--- config.mk ---
export PLATFORM = sky130hd
export DESIGN_NAME = peak_driven_auto_gain_flat
export DESIGN_NICKNAME = d
export VERILOG_FILES = /design/src/rtl/pdag_pkg.sv /design/src/rtl/pdag_if.sv /design/src/rtl/peak_driven_auto_gain.sv /design/src/flat_wrapper.sv
export SDC_FILE = /design/constraint.sdc
export NUM_CORES = 2
export LEC_CHECK = 0
export BUFFER_PORTS_ARGS = -buffer_cell sky130_fd_sc_hd__buf_2
export CORE_ASPECT_RATIO = 1.1
export CORE_MARGIN = 1.5
export CORE_UTILIZATION = 30
export DETAILED_ROUTE_END_ITERATION = 8
export PLACE_DENSITY = 0.41
export SLEW_MARGIN = 40
export SYNTH_ARGS = -nofsm -noshare
export SYNTH_HDL_FRONTEND = slang
export SYNTH_SLANG_ARGS = --single-unit
--- constraint.sdc ---
create_clock -name clk -period 14.2 [get_ports clk]
set_clock_uncertainty 0.2 [all_clocks]
set_input_delay 4.26 -clock clk [delete_from_list [all_inputs] [get_ports clk]]
set_output_delay 4.26 -clock clk [all_outputs]
set_load 0.02 [all_outputs]
--- src/rtl/pdag_pkg.sv ---
// Shared types and constants for the peak-driven automatic gain block.
// No dependencies; used by the channel interfaces and the top level.
`default_nettype none

package pdag_pkg;

  // Payload widths
  localparam int PEAK_W     = 18;
  localparam int TIME_W     = 16;
  localparam int GAIN_W     = 16;
  localparam int CFG_IDX_W  = 4;
  localparam int CFG_DATA_W = 18;

  // Register indexes on the configuration channel
  localparam logic [CFG_IDX_W-1:0] REG_MIN_GAIN     = 4'd0;
  localparam logic [CFG_IDX_W-1:0] REG_MAX_GAIN     = 4'd1;
  localparam logic [CFG_IDX_W-1:0] REG_START_GAIN   = 4'd2;
  localparam logic [CFG_IDX_W-1:0] REG_SILENCE      = 4'd3;
  localparam logic [CFG_IDX_W-1:0] REG_CEILING      = 4'd4;
  localparam logic [CFG_IDX_W-1:0] REG_CLIMB_TARGET = 4'd5;
  localparam logic [CFG_IDX_W-1:0] REG_DUCK_RATE    = 4'd6;
  localparam logic [CFG_IDX_W-1:0] REG_CLIMB_RATE   = 4'd7;

  // Register reset values
  localparam logic signed [GAIN_W-1:0] RST_MIN_GAIN     = -16'sd6144;
  localparam logic signed [GAIN_W-1:0] RST_MAX_GAIN     = 16'sd6144;
  localparam logic signed [GAIN_W-1:0] RST_START_GAIN   = 16'sd0;
  localparam logic [PEAK_W-1:0]        RST_SILENCE      = 18'd66;
  localparam logic [PEAK_W-1:0]        RST_CEILING      = 18'd62259;
  localparam logic [PEAK_W-1:0]        RST_CLIMB_TARGET = 18'd45875;
  localparam logic [TIME_W-1:0]        RST_DUCK_RATE    = 16'd15360;
  localparam logic [TIME_W-1:0]        RST_CLIMB_RATE   = 16'd768;

  // Default tuning
  localparam int DEF_PEAK_HALF_LIFE    = 65536;
  localparam int DEF_DUCK_MARGIN       = 256;
  localparam int DEF_MEMORY_RESET_TIME = 131072;
  localparam int DEF_CLIMB_DELAY       = 32768;

  // Fixed arithmetic constants
  localparam int TACC_W      = 24;      // saturating time accumulators
  localparam int DT_W        = 15;      // clamped elapsed time
  localparam int DT_CLAMP    = 16384;   // 0.25 s
  localparam int HL_MIN      = 655;
  localparam int DB_PER_LOG2 = 394566;  // 20*log10(2) in Q8.8 per Q16, scaled by 2^24

endpackage

`default_nettype wire

--- src/rtl/pdag_if.sv ---
// Valid/ready channel interfaces: measurement in, gain out, register writes.
// Depends on pdag_pkg for payload widths.
`default_nettype none

interface pdag_in_if import pdag_pkg::*; ();
  logic              valid;
  logic              ready;
  logic [PEAK_W-1:0] output_peak;
  logic [TIME_W-1:0] elapsed;

  modport source (output valid, output output_peak, output elapsed, input ready);
  modport sink   (input valid, input output_peak, input elapsed, output ready);
endinterface

interface pdag_out_if import pdag_pkg::*; ();
  logic                     valid;
  logic                     ready;
  logic signed [GAIN_W-1:0] gain_db;

  modport source (output valid, output gain_db, input ready);
  modport sink   (input valid, input gain_db, output ready);
endinterface

interface pdag_cfg_if import pdag_pkg::*; ();
  logic                  valid;
  logic                  ready;
  logic [CFG_IDX_W-1:0]  index;
  logic [CFG_DATA_W-1:0] data;

  modport source (output valid, output index, output data, input ready);
  modport sink   (input valid, input index, input data, output ready);
endinterface

`default_nettype wire

--- src/rtl/peak_driven_auto_gain.sv ---
// Peak-driven automatic gain control: duck on loud peaks, slow climb after quiet.
// Depends on pdag_pkg and the channel interfaces in pdag_if.sv.
//
//   channel  dir  payload                       transfer when
//   meas     in   output_peak[17:0] elapsed[15:0]  meas.valid & meas.ready
//   gain     out  gain_db[15:0] signed          gain.valid & gain.ready
//   cfg      in   index[3:0] data[17:0]         cfg.valid & cfg.ready (always ready)
//
// Per item: zero elapsed or silence finishes at once; a duck over the ceiling runs
// two log2 evaluations and then the duck step; a climb runs one reciprocal divide,
// the decay steps and two log2 evaluations; a peak over the ceiling that sets no
// lower goal runs its log2 pair and then the climb. The shared 31x31 multiplier has
// a registered product, so each multiply state is followed by one that uses it.
// Reset (sync, active high) loads register defaults and the start state.
// meas is ready only while idle; a result waiting in the output register does not
// block the next measurement, but a second finished result holds meas off until
// the first one transfers.
`default_nettype none

module peak_driven_auto_gain import pdag_pkg::*; #(
  parameter int PEAK_HALF_LIFE    = DEF_PEAK_HALF_LIFE,
  parameter int DUCK_MARGIN       = DEF_DUCK_MARGIN,
  parameter int MEMORY_RESET_TIME = DEF_MEMORY_RESET_TIME,
  parameter int CLIMB_DELAY       = DEF_CLIMB_DELAY
) (
  input  wire logic  clk,
  input  wire logic  rst,
  pdag_cfg_if.sink   cfg,
  pdag_in_if.sink    meas,
  pdag_out_if.source gain
);

  localparam int QW   = 31;   // quotient of (dt << 16) / half life
  localparam int MW   = 31;   // multiplier operand width
  localparam int LW   = 21;   // log2 result, Q16
  // Half life reciprocal: HLV < 2^HL_L, RECIP = ceil(2^(30+HL_L) / HLV) <= 2^31,
  // exact floor quotient for every clamped elapsed time
  localparam longint HLV  = (PEAK_HALF_LIFE < HL_MIN) ? HL_MIN : PEAK_HALF_LIFE;
  localparam int     HL_L = $clog2(HLV + 1);
  localparam logic [31:0] RECIP_V =
    32'(((64'd1 << (30 + HL_L)) + 64'(HLV) - 64'd1) / 64'(HLV));
  localparam int     RSH  = 14 + HL_L;
  localparam logic [TACC_W-1:0] MRT_V = TACC_W'(MEMORY_RESET_TIME);
  localparam logic [TACC_W-1:0] CLD_V = TACC_W'(CLIMB_DELAY);
  localparam logic signed [19:0] MARGIN_V = 20'(DUCK_MARGIN);
  localparam logic [MW-1:0] ONE_Q30 = MW'(1 << 30);

  typedef logic [15:0][MW-1:0] dfact_t;

  // Factors 2^-(2^(k-16)) in Q30, built by repeated floor square roots of 0.5
  function automatic dfact_t decay_factors();
    dfact_t      t;
    logic [63:0] c;
    logic [63:0] n;
    logic [63:0] r;
    logic [63:0] b;
    int          k;
    int          i;
    t = '0;
    c = 64'd1 << 29;
    for (k = 15; k >= 0; k--) begin
      n = c << 30;
      r = '0;
      b = 64'd1 << 62;
      for (i = 0; i < 32; i++) begin
        if (n >= r + b) begin
          n = n - (r + b);
          r = (r >> 1) + b;
        end else begin
          r = r >> 1;
        end
        b = b >> 2;
      end
      c = r;
      t[k] = MW'(c);
    end
    return t;
  endfunction

  localparam dfact_t DCF = decay_factors();

  // Position of the leading one
  function automatic logic [4:0] msb_pos(input logic [PEAK_W-1:0] v);
    logic [4:0] p;
    int         i;
    p = '0;
    for (i = 0; i < PEAK_W; i++) begin
      if (v[i]) p = 5'(i);
    end
    return p;
  endfunction

  // Raise to lo, then lower to hi
  function automatic logic signed [GAIN_W-1:0] clamp_gain(
    input logic signed [19:0]       v,
    input logic signed [GAIN_W-1:0] lo,
    input logic signed [GAIN_W-1:0] hi
  );
    logic signed [19:0] t;
    t = v;
    if (t < 20'(lo)) t = 20'(lo);
    if (t > 20'(hi)) t = 20'(hi);
    return GAIN_W'(t);
  endfunction

  typedef enum logic [15:0] {
    S_IDLE      = 16'h0001,
    S_LOG_INIT  = 16'h0002,
    S_LOG_MUL   = 16'h0004,
    S_LOG_ACC   = 16'h0008,
    S_DB_MUL    = 16'h0010,
    S_DB_FIN    = 16'h0020,
    S_DUCK_CHK  = 16'h0040,
    S_DUCK_MUL  = 16'h0080,
    S_DUCK_FIN  = 16'h0100,
    S_DIV       = 16'h0200,
    S_DEC_MUL   = 16'h0400,
    S_DEC_ACC   = 16'h0800,
    S_PM_MUL    = 16'h1000,
    S_PM_FIN    = 16'h2000,
    S_CLIMB_CHK = 16'h4000,
    S_CLIMB_FIN = 16'h8000
  } state_t;

  // Registers
  state_t st;
  logic   climb;       // current log/dB pass belongs to the climb path
  logic   first;       // first of the two log2 evaluations
  logic   busy_done;   // result ready for the output register
  logic   out_valid;
  logic signed [GAIN_W-1:0] out_gain;

  logic signed [GAIN_W-1:0] min_gain, max_gain;
  logic [PEAK_W-1:0]        silence_floor, ceiling_peak, climb_target;
  logic [TIME_W-1:0]        duck_rate, climb_rate;

  logic signed [GAIN_W-1:0] gain_now, duck_goal, allowed;
  logic [PEAK_W-1:0]        peak_memory;
  logic [TACC_W-1:0]        time_since_duck, silence_time;

  logic [PEAK_W-1:0] pk, log_src;
  logic [DT_W-1:0]   dtc;
  logic [4:0]        cnt, log_e;
  logic [MW-1:0]     m, r;
  logic [15:0]       frac;
  logic [LW-1:0]     log_t;
  logic              dneg;
  logic [LW-1:0]     dmag;
  logic [QW-1:0]     quo;
  logic [61:0]       prod;

  // Combinational helpers
  logic              cfg_fire, in_fire, out_free;
  logic [DT_W-1:0]   dt_in;
  logic [TACC_W:0]   sil_sum, tsd_sum;
  logic [TACC_W-1:0] sil_sat, tsd_sat;
  logic [MW-1:0]     mul_a, mul_b;
  logic [31:0]       sq;
  logic [15:0]       frac_next;
  logic [LW-1:0]     log_res;
  logic signed [LW:0] diff;
  logic [16:0]       db_mag;
  logic signed [19:0] db_v;
  logic signed [GAIN_W-1:0] db_gain;
  logic [31:0]       step_sum;
  logic signed [17:0] g_dn, g_up;
  logic [46:0]       div_prod;
  logic [PEAK_W-1:0] pm_v, pm_dec, pm_new;
  logic [14:0]       dec_n;

  assign cfg_fire = cfg.valid & cfg.ready;
  assign in_fire  = meas.valid & meas.ready;
  assign out_free = !out_valid || gain.ready;
  assign cfg.ready  = 1'b1;
  assign meas.ready = (st == S_IDLE) && !busy_done;
  assign gain.valid   = out_valid;
  assign gain.gain_db = out_gain;

  // Elapsed clamp and saturating time sums
  assign dt_in   = (meas.elapsed > TIME_W'(DT_CLAMP)) ? DT_W'(DT_CLAMP)
                                                     : DT_W'(meas.elapsed);
  assign sil_sum = {1'b0, silence_time} + (TACC_W+1)'(dt_in);
  assign sil_sat = sil_sum[TACC_W] ? '1 : sil_sum[TACC_W-1:0];
  assign tsd_sum = {1'b0, time_since_duck} + (TACC_W+1)'(dtc);
  assign tsd_sat = tsd_sum[TACC_W] ? '1 : tsd_sum[TACC_W-1:0];

  // Shared multiplier operand select
  always_comb begin
    mul_a = '0;
    mul_b = '0;
    case (st)
      S_LOG_MUL: begin
        mul_a = m;
        mul_b = m;
      end
      S_DB_MUL: begin
        mul_a = MW'(dmag);
        mul_b = MW'(DB_PER_LOG2);
      end
      S_DUCK_MUL: begin
        mul_a = MW'(duck_rate);
        mul_b = MW'(dtc);
      end
      S_DEC_MUL: begin
        mul_a = r;
        mul_b = quo[cnt[3:0]] ? DCF[cnt[3:0]] : ONE_Q30;
      end
      S_PM_MUL: begin
        mul_a = MW'(peak_memory);
        mul_b = r;
      end
      S_CLIMB_CHK: begin
        mul_a = MW'(climb_rate);
        mul_b = MW'(dtc);
      end
      default: begin
        mul_a = '0;
        mul_b = '0;
      end
    endcase
  end

  // log2 squaring step
  always_comb begin
    sq        = prod[61:30];
    frac_next = frac;
    frac_next[cnt[3:0]] = sq[31];
    log_res   = {log_e, frac_next};
    diff      = $signed({1'b0, log_t}) - $signed({1'b0, log_res});
  end

  // dB conversion and clamp
  always_comb begin
    db_mag  = 17'((prod[40:0] + 41'(1 << 23)) >> 24);
    db_v    = dneg ? -$signed({3'b0, db_mag}) : $signed({3'b0, db_mag});
    db_gain = clamp_gain(20'(gain_now) + db_v - (climb ? 20'sd0 : MARGIN_V),
                         min_gain, max_gain);
  end

  // Ramp steps
  assign step_sum = 32'(prod[30:0]) + 32'd32768;
  assign g_dn = 18'(gain_now) - $signed({2'b0, step_sum[31:16]});
  assign g_up = 18'(gain_now) + $signed({2'b0, step_sum[31:16]});

  // Elapsed time over half life by reciprocal multiplication
  assign div_prod = {32'b0, dtc} * {15'b0, RECIP_V};

  // Peak memory decay finish
  always_comb begin
    pm_v   = prod[47:30];
    dec_n  = quo[QW-1:16];
    pm_dec = (dec_n >= 15'(PEAK_W)) ? '0 : (pm_v >> dec_n[4:0]);
    pm_new = (pk > pm_dec) ? pk : pm_dec;
  end

  // Product register
  always_ff @(posedge clk) begin
    prod <= 62'(mul_a * mul_b);
  end

  // Sequencer and state
  always_ff @(posedge clk) begin
    if (rst) begin
      st              <= S_IDLE;
      climb           <= 1'b0;
      first           <= 1'b0;
      busy_done       <= 1'b0;
      out_valid       <= 1'b0;
      min_gain        <= RST_MIN_GAIN;
      max_gain        <= RST_MAX_GAIN;
      silence_floor   <= RST_SILENCE;
      ceiling_peak    <= RST_CEILING;
      climb_target    <= RST_CLIMB_TARGET;
      duck_rate       <= RST_DUCK_RATE;
      climb_rate      <= RST_CLIMB_RATE;
      gain_now        <= clamp_gain(20'(RST_START_GAIN), RST_MIN_GAIN, RST_MAX_GAIN);
      peak_memory     <= '0;
      duck_goal       <= RST_MAX_GAIN;
      time_since_duck <= '0;
      silence_time    <= '0;
      cnt             <= '0;
    end else begin
      // output register
      if (busy_done && out_free) begin
        out_valid <= 1'b1;
        out_gain  <= gain_now;
        busy_done <= 1'b0;
      end else if (out_valid && gain.ready) begin
        out_valid <= 1'b0;
      end

      case (st)
        S_IDLE: begin
          if (in_fire) begin
            pk  <= meas.output_peak;
            dtc <= dt_in;
            if (meas.elapsed == '0) begin
              busy_done <= 1'b1;
            end else if (meas.output_peak < silence_floor) begin
              silence_time <= sil_sat;
              if (sil_sat >= MRT_V) peak_memory <= '0;
              busy_done <= 1'b1;
            end else begin
              silence_time <= '0;
              climb        <= 1'b0;
              if (meas.output_peak > ceiling_peak) begin
                peak_memory <= meas.output_peak;
                if (ceiling_peak == '0) begin
                  if (clamp_gain(20'(min_gain), min_gain, max_gain) < duck_goal)
                    duck_goal <= clamp_gain(20'(min_gain), min_gain, max_gain);
                  st <= S_DUCK_CHK;
                end else begin
                  log_src <= ceiling_peak;
                  first   <= 1'b1;
                  st      <= S_LOG_INIT;
                end
              end else begin
                st <= S_DUCK_CHK;
              end
            end
          end
        end
        S_LOG_INIT: begin
          log_e <= msb_pos(log_src);
          m     <= MW'(log_src) << (5'd30 - msb_pos(log_src));
          frac  <= '0;
          cnt   <= 5'd15;
          st    <= S_LOG_MUL;
        end
        S_LOG_MUL: begin
          st <= S_LOG_ACC;
        end
        S_LOG_ACC: begin
          m    <= sq[31] ? sq[31:1] : sq[30:0];
          frac <= frac_next;
          if (cnt == '0) begin
            if (first) begin
              log_t   <= log_res;
              first   <= 1'b0;
              log_src <= climb ? peak_memory : pk;
              st      <= S_LOG_INIT;
            end else begin
              dneg <= diff[LW];
              dmag <= diff[LW] ? LW'(-diff) : LW'(diff);
              st   <= S_DB_MUL;
            end
          end else begin
            cnt <= cnt - 5'd1;
            st  <= S_LOG_MUL;
          end
        end
        S_DB_MUL: begin
          st <= S_DB_FIN;
        end
        S_DB_FIN: begin
          if (climb) begin
            allowed <= db_gain;
            st      <= S_CLIMB_CHK;
          end else begin
            if (db_gain < duck_goal) duck_goal <= db_gain;
            st <= S_DUCK_CHK;
          end
        end
        S_DUCK_CHK: begin
          if (gain_now > duck_goal) begin
            st <= S_DUCK_MUL;
          end else begin
            st <= S_DIV;
          end
        end
        S_DUCK_MUL: begin
          st <= S_DUCK_FIN;
        end
        S_DUCK_FIN: begin
          // clamp at the goal; reaching it releases the goal
          if (g_dn <= 18'(duck_goal)) begin
            gain_now  <= duck_goal;
            duck_goal <= max_gain;
          end else begin
            gain_now <= GAIN_W'(g_dn);
          end
          time_since_duck <= '0;
          busy_done       <= 1'b1;
          st              <= S_IDLE;
        end
        S_DIV: begin
          quo <= QW'(div_prod >> RSH);
          r   <= ONE_Q30;
          cnt <= 5'd15;
          st  <= S_DEC_MUL;
        end
        S_DEC_MUL: begin
          st <= S_DEC_ACC;
        end
        S_DEC_ACC: begin
          r <= prod[60:30];
          if (cnt == '0) begin
            st <= S_PM_MUL;
          end else begin
            cnt <= cnt - 5'd1;
            st  <= S_DEC_MUL;
          end
        end
        S_PM_MUL: begin
          st <= S_PM_FIN;
        end
        S_PM_FIN: begin
          peak_memory     <= pm_new;
          time_since_duck <= tsd_sat;
          climb           <= 1'b1;
          if (tsd_sat < CLD_V) begin
            busy_done <= 1'b1;
            st        <= S_IDLE;
          end else if (climb_target == '0) begin
            allowed <= clamp_gain(20'(min_gain), min_gain, max_gain);
            st      <= S_CLIMB_CHK;
          end else if (pm_new == '0) begin
            allowed <= clamp_gain(20'(max_gain), min_gain, max_gain);
            st      <= S_CLIMB_CHK;
          end else begin
            log_src <= climb_target;
            first   <= 1'b1;
            st      <= S_LOG_INIT;
          end
        end
        S_CLIMB_CHK: begin
          // multiplier runs the climb step here
          if (allowed > gain_now) begin
            st <= S_CLIMB_FIN;
          end else begin
            busy_done <= 1'b1;
            st        <= S_IDLE;
          end
        end
        S_CLIMB_FIN: begin
          gain_now  <= (g_up > 18'(allowed)) ? allowed : GAIN_W'(g_up);
          busy_done <= 1'b1;
          st        <= S_IDLE;
        end
        default: begin
          st <= S_IDLE;
        end
      endcase

      // register writes; start gain also reloads the state
      if (cfg_fire) begin
        case (cfg.index)
          REG_MIN_GAIN:     min_gain      <= cfg.data[GAIN_W-1:0];
          REG_MAX_GAIN:     max_gain      <= cfg.data[GAIN_W-1:0];
          REG_START_GAIN: begin
            gain_now        <= clamp_gain(20'($signed(cfg.data[GAIN_W-1:0])),
                                          min_gain, max_gain);
            peak_memory     <= '0;
            duck_goal       <= max_gain;
            time_since_duck <= '0;
            silence_time    <= '0;
          end
          REG_SILENCE:      silence_floor <= cfg.data;
          REG_CEILING:      ceiling_peak  <= cfg.data;
          REG_CLIMB_TARGET: climb_target  <= cfg.data;
          REG_DUCK_RATE:    duck_rate     <= cfg.data[TIME_W-1:0];
          REG_CLIMB_RATE:   climb_rate    <= cfg.data[TIME_W-1:0];
          default: ;
        endcase
      end
    end
  end

  // A result loaded into the output register carries the gain of that moment
  a_out_load: assert property (@(posedge clk) disable iff (rst)
    (busy_done && out_free) |=> (out_valid && out_gain == $past(gain_now)))
    else $error("output register not loaded with current gain");

  // Measurements are taken only while the sequencer is idle
  a_ready_idle: assert property (@(posedge clk) disable iff (rst)
    (st != S_IDLE) |-> !meas.ready)
    else $error("measurement accepted while busy");

  // A duck step never lands below the goal it was aiming at
  a_duck_floor: assert property (@(posedge clk) disable iff (rst)
    (st == S_DUCK_FIN && !cfg_fire) |=> (gain_now >= $past(duck_goal)))
    else $error("duck step overshot its goal");

  // A climb step never lowers the gain
  a_climb_up: assert property (@(posedge clk) disable iff (rst)
    (st == S_CLIMB_FIN && !cfg_fire) |=> (gain_now >= $past(gain_now)))
    else $error("climb step lowered the gain");

endmodule

`default_nettype wire
--- src/flat_wrapper.sv ---
// flat-port wrapper written by rule: the top's interface ports become plain ports
module peak_driven_auto_gain_flat import pdag_pkg::*;
#(
  parameter int PEAK_HALF_LIFE    = DEF_PEAK_HALF_LIFE,
  parameter int DUCK_MARGIN       = DEF_DUCK_MARGIN,
  parameter int MEMORY_RESET_TIME = DEF_MEMORY_RESET_TIME,
  parameter int CLIMB_DELAY       = DEF_CLIMB_DELAY
)
  (clk, rst, cfg_valid, cfg_index, cfg_data, cfg_ready, meas_valid, meas_output_peak, meas_elapsed, meas_ready, gain_valid, gain_gain_db, gain_ready);
  pdag_cfg_if cfg_i ();
  pdag_in_if meas_i ();
  pdag_out_if gain_i ();
  input  wire logic clk;
  input  wire logic rst;
  input wire logic [$bits(cfg_i.valid)-1:0] cfg_valid;
  input wire logic [$bits(cfg_i.index)-1:0] cfg_index;
  input wire logic [$bits(cfg_i.data)-1:0] cfg_data;
  output wire logic [$bits(cfg_i.ready)-1:0] cfg_ready;
  input wire logic [$bits(meas_i.valid)-1:0] meas_valid;
  input wire logic [$bits(meas_i.output_peak)-1:0] meas_output_peak;
  input wire logic [$bits(meas_i.elapsed)-1:0] meas_elapsed;
  output wire logic [$bits(meas_i.ready)-1:0] meas_ready;
  output wire logic [$bits(gain_i.valid)-1:0] gain_valid;
  output wire logic [$bits(gain_i.gain_db)-1:0] gain_gain_db;
  input wire logic [$bits(gain_i.ready)-1:0] gain_ready;
  assign cfg_i.valid = cfg_valid;
  assign cfg_i.index = cfg_index;
  assign cfg_i.data = cfg_data;
  assign cfg_ready = cfg_i.ready;
  assign meas_i.valid = meas_valid;
  assign meas_i.output_peak = meas_output_peak;
  assign meas_i.elapsed = meas_elapsed;
  assign meas_ready = meas_i.ready;
  assign gain_valid = gain_i.valid;
  assign gain_gain_db = gain_i.gain_db;
  assign gain_i.ready = gain_ready;
  peak_driven_auto_gain #(.PEAK_HALF_LIFE(PEAK_HALF_LIFE), .DUCK_MARGIN(DUCK_MARGIN), .MEMORY_RESET_TIME(MEMORY_RESET_TIME), .CLIMB_DELAY(CLIMB_DELAY)) u_core (.clk(clk), .rst(rst), .cfg(cfg_i), .meas(meas_i), .gain(gain_i));
endmodule
### Yosys cells after proc, flatten, opt, wreduce, memory -nomap -nowiden

Memories as Yosys holds them, arrays and structs flattened. A register that Yosys moved wholly into a read port is not among the register bits.
Cells that the tools add are included.

| operators by class | value |
|---|---|
| mux-type cells | 175 |
| eq/ne operators | 36 |
| $mul | 1 |
| divide/modulo/power cells | 0 |
| magnitude comparators | 24 |
| bitwise operators | 3 |
| $add $sub $neg | 13 |
| reduce and logical (&&, ||, !) cells | 45 |
| shift operators | 1 |

Operators with widths:

| kind | count |
|---|---|
| 20-bit two-way mux | 31 |
| 16-bit two-way mux | 38 |
| 18-bit two-way mux | 19 |
| 24-bit two-way mux | 10 |
| 16-bit one-hot mux with 14 select lines | 1 |
| 31-bit one-hot mux with 6 select lines | 1 |
| 31-bit one-hot mux with 5 select lines | 1 |
| 31-bit one-hot mux with 2 select lines | 2 |
| 20-bit by 16-bit > comparator with 1-bit output | 6 |
| 16-bit one-hot mux with 2 select lines | 3 |
| 31-bit two-way mux | 3 |
| 16-bit < comparator | 4 |
| 31-bit by 31-bit multiplier with 62-bit output | 1 |
| 5-bit two-way mux | 11 |
| 18-bit zero test | 3 |
| 18-bit one-hot mux with 3 select lines | 1 |
| 24-bit by 15-bit adder with 25-bit output | 2 |
| 16-bit one-hot mux with 3 select lines | 1 |
| 24-bit one-hot mux with 2 select lines | 1 |
| 15-bit two-way mux | 3 |
| 41-bit by 24-bit adder with 41-bit output (second input constant) | 1 |
| 18-bit > comparator | 2 |
| 18-bit one-hot mux with 2 select lines | 1 |
| 31-bit by 16-bit adder with 32-bit output (second input constant) | 1 |
| other kinds (76) | 151 |

| word-level totals | value |
|---|---|
| memory bits (read-only) | 496 |
| memory bits (writable) | 0 |
| bits in registers | 527 |
| memories | 1 |
| word-level logic and storage cells | 331 |
| output and inout bits | 19 |
| latch bits | 0 |

Memory list:

| memory | words | width | rd ports | clocked after memory_dff | wr ports | RTL line | RTL |
|---|---|---|---|---|---|---|---|
| (name not given) | 16 | 31 | 1 | 1 | 0 | peak_driven_auto_gain.sv:206 | `mul_b = quo[cnt[3:0]] ? DCF[cnt[3:0]] : ONE_Q30;` |

### Logic depth before layout (Yosys ltp)

| depth | value |
|---|---|
| depth in word-level cells | 37 |
| gate-level depth with buffers | 57 |
| depth with buffers taken out | 53 |

### Worst setup path before layout

Ideal clock, no wire load.

| timing path | value |
|---|---|
| kind | register -> register |
| start point | reg u_core.prod[23] |
| end point | reg u_core.duck_goal[10] |
| stages on the path, launching flop included | 54 |
| clock period less this slack | 10.751 ns |
| library setup time | 0.134 ns |
| path slack | 3.449 ns |
| arrival time | 10.417 ns |
| data required time | 13.866 ns |
| buffers on the path | 3 |
| cells stage by stage | dfxtp_1 -> ha_1 -> and3_1 -> and3_1 -> nand3_1 -> nor3_1 -> xnor2_1 -> nand2_1 -> nor3_1 -> nand2b_1 -> xnor2_1 -> ha_1 -> inv_1 -> ha_1 -> a21o_1 -> a41oi_1 -> o21ai_0 -> a21oi_1 -> (+18 left out) -> clkbuf_1 -> mux2i_1 -> inv_1 -> ha_1 -> a21o_1 -> a21o_1 -> a21o_1 -> a21oi_1 -> nor2b_1 -> o21ai_0 -> nor4bb_1 -> o21ai_0 -> a21oi_1 -> o221ai_1 -> a21o_2 -> buf_4 -> a21oi_1 -> a211oi_1 |

| between the ends | value |
|---|---|
| cells in the longest elaborated chain, start to end | 15 |
| elaborated cells between the ends (all ways) | 19 |
| those cells by class | 6 x add/sub; 4 x order compare; 9 x mux |

RTL lines:

| item | RTL line | RTL |
|---|---|---|
| from (decl) | peak_driven_auto_gain.sv:150 | `logic [61:0] prod;` |
| from (signal assigned) | peak_driven_auto_gain.sv:258 | `prod <= 62'(mul_a * mul_b);` |
| 41-bit by 24-bit adder with 41-bit output | peak_driven_auto_gain.sv:234 | `db_mag = 17'((prod[40:0] + 41'(1 << 23)) >> 24);` |
| 17-bit negation with 20-bit output | peak_driven_auto_gain.sv:235 | `db_v = dneg ? -$signed({3'b0, db_mag}) : $signed({3'b0, db_mag});` |
| 20-bit two-way mux | peak_driven_auto_gain.sv:235 |  |
| 16-bit by 20-bit adder with 20-bit output | peak_driven_auto_gain.sv:236 | `db_gain = clamp_gain(20'(gain_now) + db_v - (climb ? 20'sd0 : MARGIN_V),` |
| 20-bit subtractor | peak_driven_auto_gain.sv:236 |  |
| 20-bit by 16-bit < comparator with 1-bit output | peak_driven_auto_gain.sv:101 | `if (t < 20'(lo)) t = 20'(lo);` |
| 20-bit two-way mux | peak_driven_auto_gain.sv:101 |  |
| 20-bit by 16-bit > comparator with 1-bit output | peak_driven_auto_gain.sv:102 | `if (t > 20'(hi)) t = 20'(hi);` |
| 16-bit two-way mux | peak_driven_auto_gain.sv:102 |  |
| 16-bit < comparator | peak_driven_auto_gain.sv:360 | `if (db_gain < duck_goal) duck_goal <= db_gain;` |
| 16-bit two-way mux | peak_driven_auto_gain.sv:360 |  |
| 16-bit two-way mux | peak_driven_auto_gain.sv:356 | `if (climb) begin` |
| 16-bit one-hot mux with 3 select lines * | peak_driven_auto_gain.sv:292 | `case (st)` |
| 16-bit two-way mux | peak_driven_auto_gain.sv:447 | `case (cfg.index)` |
| 16-bit two-way mux * | peak_driven_auto_gain.sv:446 | `if (cfg_fire) begin` |
| to (signal assigned) | peak_driven_auto_gain.sv:310 | `duck_goal <= clamp_gain(20'(min_gain), min_gain, max_gain);` |
| to (signal assigned) | peak_driven_auto_gain.sv:360 |  |
| to (signal assigned) | peak_driven_auto_gain.sv:454 | `duck_goal <= max_gain;` |
| to (decl) | peak_driven_auto_gain.sv:137 | `logic signed [GAIN_W-1:0] gain_now, duck_goal, allowed;` |

Mark *: on every way between the ends. The rest lies on a longest branch, timed or not.
A chain may end at the register's enable or synchronous reset.

### Worst setup path after layout

| timing path | value |
|---|---|
| start point | reg u_core.prod[23] |
| end point | reg u_core.duck_goal[15] |

The elaborated chain is that of the path after synthesis.

==> reports/qor.yml <==
status: "finished clean"
cts.sinks: 541
leakage_nw: 32.2
viasPerCell: 5.13
synth-edff-count: 224
r2r_setup_slack_ns: 1.92
drive_gt1_frac: 0.0625
setup_viol: 0
synthFlopType: "dfxtp_1"
grt_pass1_vias: 57400
grt_usage: 0.219
routabilityCongestion: 0.881
synth_fp_nets: 9466
hold_ws_ns: 0.255
power_density_nw_per_um2: 58.2
worst-slew-pin-transition_ns: 0.876
async_flop_share: 0
cts_setup_buffers: 0
cts_tree: "done"
port_buffers: 78
grt_overflow_total: 0
finalNetCount: 9348
htree_levels: 3
ir_drop_v: 0.0000911
worstPathRequired_ns: 14.54
antenna_found_initial: 11
hold_violations: 0
grt_max_degree: 64
num_vias: 55400
finalInstanceArea_um2: 74300
worstSetupEndpointType: "flop"
synthTopCellsByArea: "fa_1 25%, ha_1 12%, edfxtp_1 9.9%"
crit_type: "reg -> reg"
crit_buf_inv: 5
wl_per_cell_um: 23.4
start_util: 0.301
core_um2: 226000
dp_hpwl_um: 203000
maxSlewHeadroom: 0.410
slew_viol_final: 0
clk_pin_slew_ns: 0.07
top_level_ports: 80
yosysSeqAreaShare: 0.192
synth_top_area_cell: "fa_1"
cts_made_buffers: 66
areaGrowthSynthToFinish_pct: 9.20
yosysWarnings: 0
grt_pass1_wl_um: 381000
critPathMaxStageDelay_ns: 0.50
fp.dieH_um: 502
die_w_um: 457
synth.avg_cell_area_um2: 8.61
hp-class: "reg -> reg"
critPathSlowestCell: "o31ai_4"
postPlaceCellArea_um2: 72000
fin_cells: 10800
syn_inst: 7904
drc: 0
yosys.area.top_type_share: 0.248
die_area_um2: 230000
clock.fmax_mhz: 81.4
ctsHoldBuffers: 0
ant_nets: 0
fin_crit_ns: 12.28
cts.path.max_buffers: 3
ys_seq_elements: 541
ctsResizeCount: 0
setup_tns_ns: 0
crit_family: "compound AO/OA/AOI/OAI gates"
max_cap_viol_count: 0
cts_root_buf: "clkbuf_16"
routed_wl_um: 253000
dp_cells: 10700
worstPathMaxFanout: 17
post-route-period-util: 0.865
synth_area_um2: 68000
rsz0062_at_grt: "no"
drt_iter0_drc: 3664
clkLatencyLatePin_ns: 0.71
row_count: 183
cp_data_arrival_time_ns: 12.62
critPathLaunchType: "flop"
firstDrtPassIters: 7
yosysUniqueCellTypes: 93
final cells by class:
type | instances | area (µm²)
fill | 23700 | 151000
multi-input combinational | 5748 | 49200
sequential | 541 | 13100
inverter | 1199 | 4500
tap | 2960 | 3700
clock buffer | 87 | 1800
timing repair buffer | 230 | 1580
clock inverter | 33 | 450
antenna | 3 | 7.51
sequential cells by signal (all words and copies together) (netlist names), 18 cells and up, named ones only:
| signal | flops |
|---|---|
| u_core.silence_floor | 18 |
| u_core.pk | 18 |
| u_core.climb_target | 18 |
| u_core.log_src | 18 |
| u_core.time_since_duck | 24 |
| u_core.dmag | 21 |
| u_core.r | 31 |
| u_core.m | 31 |
| u_core.silence_time | 24 |
| u_core.peak_memory | 18 |
| u_core.prod | 47 |
| u_core.log_t | 21 |
| u_core.ceiling_peak | 18 |
cell families (layout without fill, tap and decap cells):
group | after synthesis | count (layout) | synth area share
adder cells (fa/ha/maj) | 1501 | 1501 | 0.369
XOR/XNOR | 203 | 203 | 0.0261
AO/OA/AOI/OAI | 1316 | 1316 | 0.126
buffers and inverters | 1615 | 1549 | 0.0895
multiplexers | 194 | 194 | 0.0307
other | 1 | 4 | 0.0000551
flip-flops | 541 | 541 | 0.192
AND/OR/NAND/NOR | 2533 | 2533 | 0.167
path summary, 6_finish.rpt:
| check | cells past startpoint | from | end |
|---|---|---|---|
| setup / recovery | 54 | u_core.prod[23] | u_core.duck_goal[15] |
| hold / removal | 2 | u_core.silence_floor[16] | u_core.silence_floor[16] |
| hold reg to reg | 2 | u_core.silence_floor[16] | u_core.silence_floor[16] |
| setup reg to reg | 54 | u_core.prod[23] | u_core.duck_goal[15] |
power breakdown:
part           switching [mW]  leakage, nW  internal (mW)
clock network           0.798         1.09           1.03
registers              0.0337         4.61           1.64
logic                   0.522         26.5          0.301
total                    1.35         32.2           2.97
synthesized netlist by cell type, drive strengths merged (11+ instances only):
cell type and number:
or3 22, xnor2 138, or4 14, a22oi 33
nand4 69, o21bai 23, inv 1193, xor2 65
nand3b 13, a311oi 11, a21o 113, nor4 57
edfxtp 224, nor3 94, a221oi 12, a21oi 479
and4 19, clkbuf 384, a222oi 44, mux2 55
mux2i 133, dfxtp 317, o221ai 19, and3 29
and2 97, nand2 1342, a221o 41, o31ai 24
nor2b 113, a22o 14, fa 842, o41ai 11
o22ai 23, o21ai 219, nand2b 59, a31oi 26
nor2 435, o211ai 45, buf 32, o21a 46
nand3 128, a211oi 49, ha 659
worst min-delay path, cell delays in order, from the launching register on:
cell and delay (ns):
dfxtp_1 0.31, nand2_1 0.05, a21oi_1 0.05
layer usage:
metal  vias up  GRT usage  wire [µm]
li1      25800          -          -
met5         -          0         38
met3       250     0.0167       9520
met1     28100      0.296     115000
met2      1300      0.379     122000
met4         6     0.0572       6550
cell usage in the layout (no fill, tap or decap), types with 14 or more instances in the layout:
cell / Yosys / final
o21bai_1: 23 / 23
dfxtp_1: 317 / 316
nor2_1: 435 / 433
a222oi_1: 44 / 44
a211oi_1: 49 / 49
mux2i_1: 133 / 133
mux2_2: 55 / 55
buf_4: 2 / 146
o31ai_1: 24 / 20
clkbuf_16: 0 / 67
a221o_1: 41 / 40
ha_1: 659 / 658
buf_2: 8 / 79
o21ai_0: 213 / 211
clkbuf_1: 384 / 15
fa_1: 842 / 842
nand3_1: 127 / 124
and3_1: 29 / 27
o211ai_1: 45 / 45
and4_1: 19 / 17
a21o_1: 112 / 112
o221ai_1: 19 / 19
a21oi_1: 477 / 473
nand2b_1: 59 / 59
nor2b_1: 113 / 112
a31oi_1: 25 / 23
nor3_1: 94 / 91
o21a_1: 46 / 46
a22o_1: 14 / 14
and2_1: 96 / 95
or3_1: 22 / 22
xor2_1: 65 / 64
o22ai_1: 23 / 23
xnor2_1: 138 / 137
nand4_1: 69 / 69
edfxtp_1: 224 / 224
nor4_1: 52 / 49
inv_1: 1193 / 1193
a22oi_1: 33 / 33
nand2_1: 1342 / 1338
through the flow:
step / setup slack (ns) / power (mW) / util
after floorplan: 3.45 / 2.24 / -
after global placement: 1.67 / 2.52 / 0.318
after detailed placement: 2.14 / 2.52 / 0.319
after CTS: 2.00 / 4.37 / 0.329
after global routing: 0.941 / 4.49 / 0.329
final: 1.92 / 4.33 / 0.329
Power figures use the tool's default switching activity.
